## src/rtl/snpcoh_pkg.sv

```systemverilog
// Shared types and constants for the snoop coherence transition block.
package snpcoh_pkg;

    // Number of caches carried by the request and result fields.
    localparam int unsigned CACHE_SLOTS = 4;

    // Widths of the packed stream payloads.
    localparam int unsigned REQ_BITS  = 15;
    localparam int unsigned REQ_BYTES = (REQ_BITS + 7) / 8;
    localparam int unsigned RES_BITS  = 25;
    localparam int unsigned RES_BYTES = (RES_BITS + 7) / 8;

    // Source index that means no cache acts.
    localparam logic [2:0] SRC_NONE = 3'd4;

    // Line state encoding shared by all three protocols.
    typedef enum logic [2:0] {
        ST_I  = 3'd0,
        ST_S  = 3'd1,
        ST_M  = 3'd2,
        ST_E  = 3'd3,
        ST_SC = 3'd4,
        ST_SM = 3'd5
    } line_state_t;

    // Protocol selector held in the configuration register.
    typedef enum logic [1:0] {
        PROTO_MSI    = 2'd0,
        PROTO_MESI   = 2'd1,
        PROTO_DRAGON = 2'd2
    } protocol_t;

    // Access kind of a request.
    localparam logic OP_READ  = 1'b0;
    localparam logic OP_WRITE = 1'b1;

    // Decoded request held in the input register; op sits in the lowest bit.
    typedef struct packed {
        logic [CACHE_SLOTS-1:0][2:0]        line_state;
        logic [1:0]                         requester;
        logic                               op;
    } request_t;

    // Outcome of one bus transaction.
    typedef struct packed {
        logic                               alloc;
        logic                               xfer;
        logic                               rdx;
        logic [2:0]                         interv;
        logic [2:0]                         flush;
        logic [CACHE_SLOTS-1:0]             inval;
        line_state_t [CACHE_SLOTS-1:0]      ns;
    } decision_t;

endpackage

```

## src/rtl/snoop_coherence_transition.sv

```systemverilog
// Snoop coherence transition block: request and result registers around the decision logic.
//
// Usage:
//   A request arrives on the s_ channel: the access kind, the requesting
//   processor and the present state of the line in every cache. One result
//   leaves on the m_ channel per request: the new state of every cache, the
//   invalidation mask, the flushing and intervening caches and the BusRdX,
//   cache-transfer and allocate flags.
//   cfg_wr_en/cfg_wr_data write the protocol register (MSI, MESI, Dragon);
//   write it only while no request is in flight.
//   A request passes through the request register and then the result
//   register. Throughput is one request per cycle while m_tready stays high,
//   set by the single pass of the decision logic between them.
//   Reset empties both registers and selects MSI.
//   When the receiver holds m_tready low, the result waits in its register
//   and one more request is still taken into the request register; after
//   that s_tready stays low until the result is taken.
module snoop_coherence_transition #(
    parameter int unsigned CACHE_COUNT = 4
) (
    input  logic                                 aclk,
    input  logic                                 aresetn,
    input  logic                                 cfg_wr_en,
    input  logic [1:0]                           cfg_wr_data,
    input  logic                                 s_tvalid,
    output logic                                 s_tready,
    // op, requester, line_state_0, line_state_1, line_state_2, line_state_3, pad
    input  logic [snpcoh_pkg::REQ_BYTES*8-1:0]   s_tdata,
    output logic                                 m_tvalid,
    input  logic                                 m_tready,
    // next_state_0..3, invalidate_mask, flush_source, intervention_source,
    // bus_read_exclusive, cache_transfer, allocate_line, pad
    output logic [snpcoh_pkg::RES_BYTES*8-1:0]   m_tdata
);

    logic [1:0]            protocol_reg;
    snpcoh_pkg::request_t  in_reg;
    logic                  in_valid_reg;
    snpcoh_pkg::decision_t dec;
    snpcoh_pkg::decision_t out_reg;
    logic                  out_valid_reg;
    logic                  advance;
    logic                  s_fire;

    // Protocol register.
    always_ff @(posedge aclk) begin
        if (!aresetn) begin
            protocol_reg <= 2'(snpcoh_pkg::PROTO_MSI);
        end else if (cfg_wr_en) begin
            protocol_reg <= cfg_wr_data;
        end
    end

    // Handshake: the request stage moves on whenever the result register frees.
    assign advance  = !out_valid_reg || m_tready;
    assign s_tready = !in_valid_reg || advance;
    assign s_fire   = s_tvalid && s_tready;

    // Request register.
    always_ff @(posedge aclk) begin
        if (!aresetn) begin
            in_valid_reg <= 1'b0;
        end else if (s_tready) begin
            in_valid_reg <= s_tvalid;
        end
    end

    always_ff @(posedge aclk) begin
        if (s_fire) begin
            in_reg <= s_tdata[snpcoh_pkg::REQ_BITS-1:0];
        end
    end

    // Coherence decision.
    snpcoh_decide #(
        .CACHE_COUNT (CACHE_COUNT)
    ) u_decide (
        .protocol (protocol_reg),
        .req_in   (in_reg),
        .res      (dec)
    );

    // Result register.
    always_ff @(posedge aclk) begin
        if (!aresetn) begin
            out_valid_reg <= 1'b0;
        end else if (advance) begin
            out_valid_reg <= in_valid_reg;
        end
    end

    always_ff @(posedge aclk) begin
        if (advance && in_valid_reg) begin
            out_reg <= dec;
        end
    end

    assign m_tvalid = out_valid_reg;
    assign m_tdata  = {{(snpcoh_pkg::RES_BYTES*8 - snpcoh_pkg::RES_BITS){1'b0}}, out_reg};

    // A full pipeline with a stalled receiver must refuse new requests.
    a_full_stall: assert property (@(posedge aclk) disable iff (!aresetn)
        (in_valid_reg && out_valid_reg && !m_tready) |-> !s_tready)
        else $error("request taken while both stages are full and stalled");

    // BusRdX always leaves the requester holding the line modified.
    a_rdx_mod: assert property (@(posedge aclk) disable iff (!aresetn)
        (in_valid_reg && dec.rdx) |-> (dec.ns[in_reg.requester] == snpcoh_pkg::ST_M))
        else $error("BusRdX without the requester moving to M");

    // The requester is never told to invalidate its own copy.
    a_no_self_inval: assert property (@(posedge aclk) disable iff (!aresetn)
        in_valid_reg |-> !dec.inval[in_reg.requester])
        else $error("requester found in the invalidation mask");

    // A result held under stall does not change.
    a_hold: assert property (@(posedge aclk) disable iff (!aresetn)
        (m_tvalid && !m_tready) |=> $stable(m_tdata))
        else $error("stalled result changed");

endmodule

```

## src/rtl/snpcoh_decide.sv

```systemverilog
// Combinational coherence decision for one request under MSI, MESI or Dragon.
module snpcoh_decide #(
    parameter int unsigned CACHE_COUNT = 4
) (
    input  logic                  [1:0] protocol,
    input  snpcoh_pkg::request_t        req_in,
    output snpcoh_pkg::decision_t       res
);

    localparam int unsigned NC_USED = (CACHE_COUNT > snpcoh_pkg::CACHE_SLOTS) ?
                                      snpcoh_pkg::CACHE_SLOTS : CACHE_COUNT;
    localparam logic [2:0]  NC_USED_W = 3'(NC_USED);
    localparam int unsigned NC = snpcoh_pkg::CACHE_SLOTS;

    snpcoh_pkg::line_state_t [NC-1:0] st;
    snpcoh_pkg::line_state_t          me;
    logic [NC-1:0] s_mask, m_mask, e_mask, sc_mask, sm_mask, oth;
    logic [1:0]    mloc, eloc, smloc, req;
    logic          has_s, has_m, has_e, has_sc, has_sm, own, wr, req_ok;

    // Normalise the incoming states: unused codes and absent caches read as I.
    always_comb begin
        for (int i = 0; i < NC; i++) begin
            if (i < NC_USED && req_in.line_state[i] <= 3'(snpcoh_pkg::ST_SM)) begin
                st[i] = snpcoh_pkg::line_state_t'(req_in.line_state[i]);
            end else begin
                st[i] = snpcoh_pkg::ST_I;
            end
        end
    end

    // Summary of the snooped states; the highest-numbered holder wins.
    always_comb begin
        mloc  = 2'd0;
        eloc  = 2'd0;
        smloc = 2'd0;
        for (int i = 0; i < NC; i++) begin
            s_mask[i]  = (st[i] == snpcoh_pkg::ST_S);
            m_mask[i]  = (st[i] == snpcoh_pkg::ST_M);
            e_mask[i]  = (st[i] == snpcoh_pkg::ST_E);
            sc_mask[i] = (st[i] == snpcoh_pkg::ST_SC);
            sm_mask[i] = (st[i] == snpcoh_pkg::ST_SM);
            oth[i]     = (2'(i) != req_in.requester) && (st[i] != snpcoh_pkg::ST_I);
            if (m_mask[i]) begin
                mloc = 2'(i);
            end
            if (e_mask[i]) begin
                eloc = 2'(i);
            end
            if (sm_mask[i]) begin
                smloc = 2'(i);
            end
        end
    end

    assign req    = req_in.requester;
    assign wr     = (req_in.op == snpcoh_pkg::OP_WRITE);
    assign req_ok = ({1'b0, req} < NC_USED_W);
    assign me     = st[req];
    assign has_s  = |s_mask;
    assign has_m  = |m_mask;
    assign has_e  = |e_mask;
    assign has_sc = |sc_mask;
    assign has_sm = |sm_mask;
    assign own    = (has_e && eloc == req) || (has_m && mloc == req) ||
                    (has_sm && smloc == req);

    // Per-protocol transition of every cache and the resulting bus events.
    always_comb begin
        res        = '0;
        res.ns     = st;
        res.flush  = snpcoh_pkg::SRC_NONE;
        res.interv = snpcoh_pkg::SRC_NONE;
        if (req_ok) begin
            case (protocol)
                snpcoh_pkg::PROTO_MSI: begin
                    if (wr && has_m) begin
                        if (me != snpcoh_pkg::ST_M) begin
                            res.ns[mloc]    = snpcoh_pkg::ST_I;
                            res.inval[mloc] = 1'b1;
                            res.flush       = {1'b0, mloc};
                            res.ns[req]     = snpcoh_pkg::ST_M;
                            res.rdx         = 1'b1;
                            res.alloc       = 1'b1;
                        end
                    end else if (wr && has_s) begin
                        if (me == snpcoh_pkg::ST_S && $onehot(s_mask)) begin
                            res.ns[req] = snpcoh_pkg::ST_M;
                            res.rdx     = 1'b1;
                        end else begin
                            for (int i = 0; i < NC; i++) begin
                                if (oth[i]) begin
                                    res.ns[i] = snpcoh_pkg::ST_I;
                                end
                            end
                            res.inval   = oth;
                            res.alloc   = (me == snpcoh_pkg::ST_I);
                            res.ns[req] = snpcoh_pkg::ST_M;
                            res.rdx     = 1'b1;
                        end
                    end else if (wr) begin
                        res.ns[req] = snpcoh_pkg::ST_M;
                        res.rdx     = 1'b1;
                        res.alloc   = 1'b1;
                    end else if (has_s) begin
                        if (me == snpcoh_pkg::ST_I) begin
                            res.ns[req] = snpcoh_pkg::ST_S;
                            res.alloc   = 1'b1;
                        end
                    end else if (has_m) begin
                        if (me != snpcoh_pkg::ST_M) begin
                            res.ns[mloc] = snpcoh_pkg::ST_S;
                            res.interv   = {1'b0, mloc};
                            res.flush    = {1'b0, mloc};
                            res.ns[req]  = snpcoh_pkg::ST_S;
                            res.alloc    = 1'b1;
                        end
                    end else begin
                        res.ns[req] = snpcoh_pkg::ST_S;
                        res.alloc   = 1'b1;
                    end
                end
                snpcoh_pkg::PROTO_MESI: begin
                    if (wr && has_m) begin
                        if (me != snpcoh_pkg::ST_M) begin
                            res.ns[mloc]    = snpcoh_pkg::ST_I;
                            res.inval[mloc] = 1'b1;
                            res.flush       = {1'b0, mloc};
                            res.ns[req]     = snpcoh_pkg::ST_M;
                            res.xfer        = 1'b1;
                            res.rdx         = 1'b1;
                            res.alloc       = 1'b1;
                        end
                    end else if (wr && (has_s || has_e)) begin
                        if (me != snpcoh_pkg::ST_I && has_e) begin
                            res.ns[req] = snpcoh_pkg::ST_M;
                        end else begin
                            for (int i = 0; i < NC; i++) begin
                                if (oth[i]) begin
                                    res.ns[i] = snpcoh_pkg::ST_I;
                                end
                            end
                            res.inval   = oth;
                            res.ns[req] = snpcoh_pkg::ST_M;
                            if (me == snpcoh_pkg::ST_I) begin
                                res.xfer  = 1'b1;
                                res.rdx   = 1'b1;
                                res.alloc = 1'b1;
                            end
                        end
                    end else if (wr) begin
                        res.ns[req] = snpcoh_pkg::ST_M;
                        res.rdx     = 1'b1;
                        res.alloc   = 1'b1;
                    end else if (has_s || has_e) begin
                        if (me == snpcoh_pkg::ST_I) begin
                            res.ns[req] = snpcoh_pkg::ST_S;
                            res.alloc   = 1'b1;
                            if (has_e) begin
                                res.ns[eloc] = snpcoh_pkg::ST_S;
                                res.interv   = {1'b0, eloc};
                            end
                            res.xfer = 1'b1;
                        end
                    end else if (has_m) begin
                        if (me != snpcoh_pkg::ST_M) begin
                            res.ns[mloc] = snpcoh_pkg::ST_S;
                            res.interv   = {1'b0, mloc};
                            res.flush    = {1'b0, mloc};
                            res.ns[req]  = snpcoh_pkg::ST_S;
                            res.xfer     = 1'b1;
                            res.alloc    = 1'b1;
                        end
                    end else begin
                        res.ns[req] = snpcoh_pkg::ST_E;
                        res.alloc   = 1'b1;
                    end
                end
                snpcoh_pkg::PROTO_DRAGON: begin
                    if (wr) begin
                        if (own) begin
                            if (has_e) begin
                                res.ns[req] = snpcoh_pkg::ST_M;
                            end
                        end else if (has_sc && !has_sm) begin
                            res.alloc   = (me == snpcoh_pkg::ST_I);
                            res.ns[req] = snpcoh_pkg::ST_SM;
                        end else if (has_e) begin
                            res.alloc    = (me == snpcoh_pkg::ST_I);
                            res.ns[eloc] = snpcoh_pkg::ST_SC;
                            res.interv   = {1'b0, eloc};
                            res.ns[req]  = snpcoh_pkg::ST_SM;
                        end else if (has_m) begin
                            res.alloc    = (me == snpcoh_pkg::ST_I);
                            res.ns[mloc] = snpcoh_pkg::ST_SC;
                            res.interv   = {1'b0, mloc};
                            res.flush    = {1'b0, mloc};
                            res.ns[req]  = snpcoh_pkg::ST_SM;
                        end else if (has_sm) begin
                            if (me == snpcoh_pkg::ST_I) begin
                                res.alloc = 1'b1;
                                res.flush = {1'b0, smloc};
                            end
                            res.ns[smloc] = snpcoh_pkg::ST_SC;
                            res.ns[req]   = snpcoh_pkg::ST_SM;
                        end else begin
                            res.alloc   = 1'b1;
                            res.ns[req] = snpcoh_pkg::ST_M;
                        end
                    end else begin
                        if (own || (has_sc && me != snpcoh_pkg::ST_I)) begin
                            // Read hit: nothing moves.
                            res.alloc = 1'b0;
                        end else if (has_e) begin
                            res.alloc    = (me == snpcoh_pkg::ST_I);
                            res.ns[eloc] = snpcoh_pkg::ST_SC;
                            res.interv   = {1'b0, eloc};
                            res.ns[req]  = snpcoh_pkg::ST_SC;
                        end else if (has_m) begin
                            res.alloc    = (me == snpcoh_pkg::ST_I);
                            res.ns[mloc] = snpcoh_pkg::ST_SM;
                            res.interv   = {1'b0, mloc};
                            res.flush    = {1'b0, mloc};
                            res.ns[req]  = snpcoh_pkg::ST_SC;
                        end else if (has_sm && me == snpcoh_pkg::ST_I) begin
                            res.alloc   = 1'b1;
                            res.flush   = {1'b0, smloc};
                            res.ns[req] = snpcoh_pkg::ST_SC;
                        end else if (has_sc) begin
                            res.alloc   = (me == snpcoh_pkg::ST_I);
                            res.ns[req] = snpcoh_pkg::ST_SC;
                        end else begin
                            res.alloc   = 1'b1;
                            res.ns[req] = snpcoh_pkg::ST_E;
                        end
                    end
                end
                default: begin
                    // Unused protocol code leaves the line untouched.
                    res.alloc = 1'b0;
                end
            endcase
        end
    end

endmodule

```

## config.mk

```make
export PLATFORM = sky130hd
export DESIGN_NAME = snoop_coherence_transition
export DESIGN_NICKNAME = d
export VERILOG_FILES = /design/src/rtl/snpcoh_pkg.sv /design/src/rtl/snoop_coherence_transition.sv /design/src/rtl/snpcoh_decide.sv
export SDC_FILE = /design/constraint.sdc
export NUM_CORES = 1
export LEC_CHECK = 0
export BUFFER_PORTS_ARGS = -buffer_cell sky130_fd_sc_hd__buf_2
export CAP_MARGIN = 20
export CORE_MARGIN = 3
export CORE_UTILIZATION = 40
export CTS_CLUSTER_SIZE = 10
export DETAILED_ROUTE_END_ITERATION = 6
export GPL_TIMING_DRIVEN = 1
export PLACE_DENSITY = 0.68
export SYNTH_ARGS = -nofsm -noshare
export SYNTH_HDL_FRONTEND = slang
export SYNTH_SLANG_ARGS = --single-unit
```

## constraint.sdc

```tcl
create_clock -name aclk -period 7.9 [get_ports aclk]
set_input_delay 0.79 -clock aclk [delete_from_list [all_inputs] [get_ports aclk]]
set_output_delay 0.79 -clock aclk [all_outputs]
set_load 0.03 [all_outputs]
```

# Word level (Yosys, flattened, before mapping)
# Cells that the tools add are included.
[op_classes]
addsub = 3
eq_ne = 31
n_mux = 159
reduce_logical = 43
n_lt_le_gt_ge = 12
n_bitwise = 53
[op_table]
columns = ["operator", "n"]
rows = [
  ["12-bit 2-to-1 mux", 26],
  ["3-bit 2-to-1 mux", 65],
  ["8-bit AND", 14],
  ["6-bit 2-to-1 mux", 11],
  ["8-bit NOT", 8],
  ["19-bit 2-to-1 mux", 3],
  ["4-bit OR", 14],
  ["8-bit OR", 6],
  ["12-bit case mux with 3 select lines", 1],
  ["1-bit 2-to-1 mux", 30],
  ["4-bit AND", 6],
  ["3-bit demux with 2-bit select", 4],
  ["3-bit by 2-bit == test with 1-bit output, second input constant", 8],
  ["3-bit == test, second input constant", 8],
  ["1-bit logical AND", 21],
  ["4-bit OR reduction", 5],
  ["3-bit by 1-bit == test with 1-bit output, second input constant", 6],
  ["2-bit 2-to-1 mux", 9],
  ["6-bit case mux with 3 select lines", 1],
  ["4-bit 2-to-1 mux", 4],
  ["3-bit nonzero test", 5],
  ["12-bit AND", 1],
  ["3-bit less-or-equal comparator, second input constant", 4],
  ["2-bit by 3-bit less-than comparator with 1-bit output, second input constant", 4],
  ["other kinds (21)", 37],
]
[totals]
inputBits = 23
output_inout_bits = 34
word_cells = 320
regBits = 44

# Logic depth before layout (Yosys ltp)
[logic_depth]
depth_word = 20
mapped_depth = 13
depth_no_buf = 12

# Modules after synthesis
# A second synthesis with hierarchy kept.
[unflattened]
hier_cells = 676
hier_area_um2 = 5036.1
[by_module_without_submodules]
columns = ["mod", "n_inst", "seq_area_each_um2", "area_per_inst_um2", "cells_per_inst"]
rows = [
  ["snpcoh_decide", 1, 0.0, 3602.2, 613],
  ["snoop_coherence_transition", 1, 1281.2, 1433.9, 63],
]

# Worst setup path before layout
# OpenSTA, ideal clock, no wires.
[synth_path]
path_kind = "register to register"
startpoint = "register in_reg[7] (netlist name)"
endpoint = "register out_reg, in the netlist m_tdata[2], data pin"
setup_time_ps = 152
required_ps = 7748
slack_ps = 4493
synth_period_minus_slack_ps = 3407
n_path_buf = 1
stages_incl_launch_ff = 13
t_arrival_ps = 3255
path_cell_list = "edfxtp_1 -> buf_2 -> or3b_2 -> ha_1 -> ha_1 -> fa_1 -> nor3b_1 -> nand4_1 -> nand2_1 -> a31oi_1 -> a2111oi_0 -> o21ai_0 -> a31oi_1"
[synth_rtl]
columns = ["element", "line_no", "rtl"]
rows = [
  ["start: declaration", "snoop_coherence_transition.sv:37", "snpcoh_pkg::request_t in_reg;"],
  ["start signal: assignment", "snoop_coherence_transition.sv:70", "in_reg <= s_tdata[snpcoh_pkg::REQ_BITS-1:0];"],
  ["end signal: assignment", "snoop_coherence_transition.sv:94", "out_reg <= dec;"],
  ["end: declaration", "snoop_coherence_transition.sv:40", "snpcoh_pkg::decision_t out_reg;"],
]

==> results.toml <==
[drt]
wl_per_cell_microns = 29.4
ant_nets = 0
dr.pass1.iters = 7
drtIter0Drc = 1319
viasPerCell = 7.44
wirelength_microns = 25600
vias = 6474
drc_errors = 0

[synthesis]
ys_seq_elements = 44
syn_area_sq_mm = 0.00526
yosysSeqAreaShare = 0.243
async_reset_ff_frac = 0
synth_edf_count = 40
yosysWarnings = 0
synthDistinctLibCells = 84
synth_ff_type = "edfxtp_1"
netlist_instances = 692
avgSynthCellArea_sq_um = 7.60

[cells_and_area]
design_area_sq_mm = 0.00570
num_antenna_cells = 0
final_layout_size_suffix_gt1_frac = 0.146
final_cells = 870
areaGrowthSynthToFinish_pct = 8.23
nets = 726
largest_register_ffs = 25
most-common-layout-cells = "65 x nand2_1, 65 x a21oi_1, 61 x o21ai_0"
post-route-util = 0.448

[hold_path]
min_from = "in_valid_reg"
min_to = "m_tvalid"
min_path_type = "flop to flop"
whs_path_depth = 1

[worst_setup_path]
reg2reg_from = "in_reg[12]"
path_cells = "nand2b_1 -> or2_2 -> ha_1 -> ha_1 -> fa_1 -> nor3b_1 -> nand4_1 -> nand2_1 -> a31oi_1 -> a2111oi_0 -> o21ai_0 -> a31oi_1"
r2r_slack_ns = 3.28
crit_buf_inv = 0
worstPathMaxFanout = 15
critPathSlowestCell = "edfxtp_1"
worstRegToRegCells = 12
critical_path_required_ns = 8.03
critPathCaptureType = "flop"
critPathLaunchType = "flop"
crit_path_start = "in_reg[12]"
timing_worst_setup_path_type = "flop to flop"
rr_endpoint = "m_tdata[2]"
slowest_delay_ns = 0.73
crit_family = "simple AND/OR/NAND/NOR gates"
arrival_ns = 4.75

[sta]
fmax_ghz = 0.216
hold_viol = 0
tightest_slew_ns = 1.14
fin_worst_skew_ns = 0.0107
rsz0062_at_grt = "no"
slew_violations = 0
fin_crit_ns = 4.62
fin_setup_tns_ns = 0
slew_headroom = 0.234
post-route-period-util = 0.585
setup-violations-final = 0

[power_and_ir_drop]
p_leak_uw = 0.00200
total_power_uw = 948
powerDensity_mw_per_mm2 = 166
ir_worst_vdd_uv = 83.7

[floorplanning]
row_count = 41
dieArea_sq_mm = 0.0146
core_sq_mm = 0.0127
io_pins = 57
die_x_microns = 121
start_util = 0.414
fp.dieH_microns = 121

[cts]
cts_tree = "built"
cts_resized = 0
hold_buffers = 0
htreeDepth = 2
clockBufferDepth = 2
post_cts_buffers = 0
cts_root_buf = "clkbuf_16"
insertion_delay_ns = 0.31
cts_made_buffers = 5
cts.sinks = 44
cts.reportedPaths.clkPinSlew_ns = 0.07

[global_routing]
top_usage_layer = "met2"
overflow = 0
met2_usage = 0.498
grtUsageMet3 = 0.119
grt_max_degree = 55
antenna_found_initial = 1
grtUsageTotal = 0.342
grt_use_met1 = 0.437
grt_pass1_wl_microns = 37200
grt_pass1_vias = 5900

[place]
place_congestion = 1.03
place_area_sq_mm = 0.00555
dp_hpwl_microns = 17600
place_inst = 862
portBuffers = 48

[status]
status = "completed"

[job]
maxCapViolations = 0
## stage by stage
stage | hold slack, ns | setup slack (ns)
floorplan | 0.477 | 4.49
global placement | 0.487 | 3.53
detailed placement | 0.498 | 3.51
CTS | 0.517 | 3.48
global route | 0.549 | 3.16
finish | 0.515 | 3.28
## Yosys cell counts (4+ instances only)
master,number,area (sq um)
a21oi_1,65,325
nand2_1,65,244
o21ai_0,61,305
nor2_1,51,191
clkbuf_1,42,158
edfxtp_1,40,1200
nand3_1,28,140
a31oi_1,22,138
nor3_1,17,85.1
o211ai_1,17,128
nor2b_1,14,87.6
buf_2,13,65.1
o22ai_1,13,81.3
nand2b_1,12,75.1
a211oi_1,10,75.1
buf_4,10,75.1
inv_1,10,37.5
nand4_1,10,62.6
o31ai_1,10,75.1
nand3b_1,8,60.1
o221ai_1,8,70.1
a221oi_1,7,61.3
and3b_1,7,61.3
o311ai_0,7,61.3
a2111oi_0,6,52.6
a22oi_1,6,45.0
and2_1,6,37.5
nor3b_1,6,45.0
o2111ai_1,6,52.6
buf_1,5,18.8
ha_1,5,62.6
or3_1,5,31.3
a211o_1,4,35.0
a21bo_2,4,40.0
a21boi_1,4,30.0
a32o_1,4,40.0
a32oi_1,4,35.0
dfxtp_1,4,80.1
mux4_2,4,90.1
nor4_1,4,25.0
o31a_1,4,35.0
or2_2,4,25.0
or3b_2,4,35.0
## cell families after synthesis
| family | share of synthesized area |
|---|---|
| other | 0.000713 |
| AND/OR/NAND/NOR | 0.270 |
| flip-flops | 0.243 |
| buffers and inverters | 0.0673 |
| adder cells (fa/ha/maj) | 0.0157 |
| AO/OA/AOI/OAI | 0.377 |
| XOR/XNOR | 0.00166 |
| multiplexers | 0.0250 |
## where the power goes
group          switching [uW]  leakage, uW  total [uW]  internal (uW)
clock                     103    0.0000716         229            126
sequential               20.7     0.000412         295            274
combinational             303      0.00152         424            121
total                     427      0.00200         948            521
## how the worst max path moves through the flow
stage | end | slack [ns] | cells past startpoint
2_1_floorplan | m_tdata[2] | 4.49 | 12
3_3_place_gp | m_tdata[2] | 3.53 | 12
3_5_place_dp | m_tdata[2] | 3.51 | 12
4_1_cts | m_tdata[2] | 3.48 | 12
5_1_grt | m_tdata[2] | 3.16 | 12
6_report | m_tdata[2] | 3.28 | 12
## cell type report
cell class	count	area (sq um)
repair buffers	62	345
multi-input cells	574	3670
flip-flops and latches	44	1280
well taps	172	215
clock buffers	7	143
inverters	10	37.5
clock inverters	1	3.75
fillers	1343	7030
## routing by layer
layer  share of wire  up-vias  wire (microns)
met3            0.14      157            3610
li1                -     2708               -
met1            0.37     3007            9410
met4           0.073        2            1870
met5         0.00051        -              13
met2            0.42      600           10700
Power figures use the tool's default switching activity.
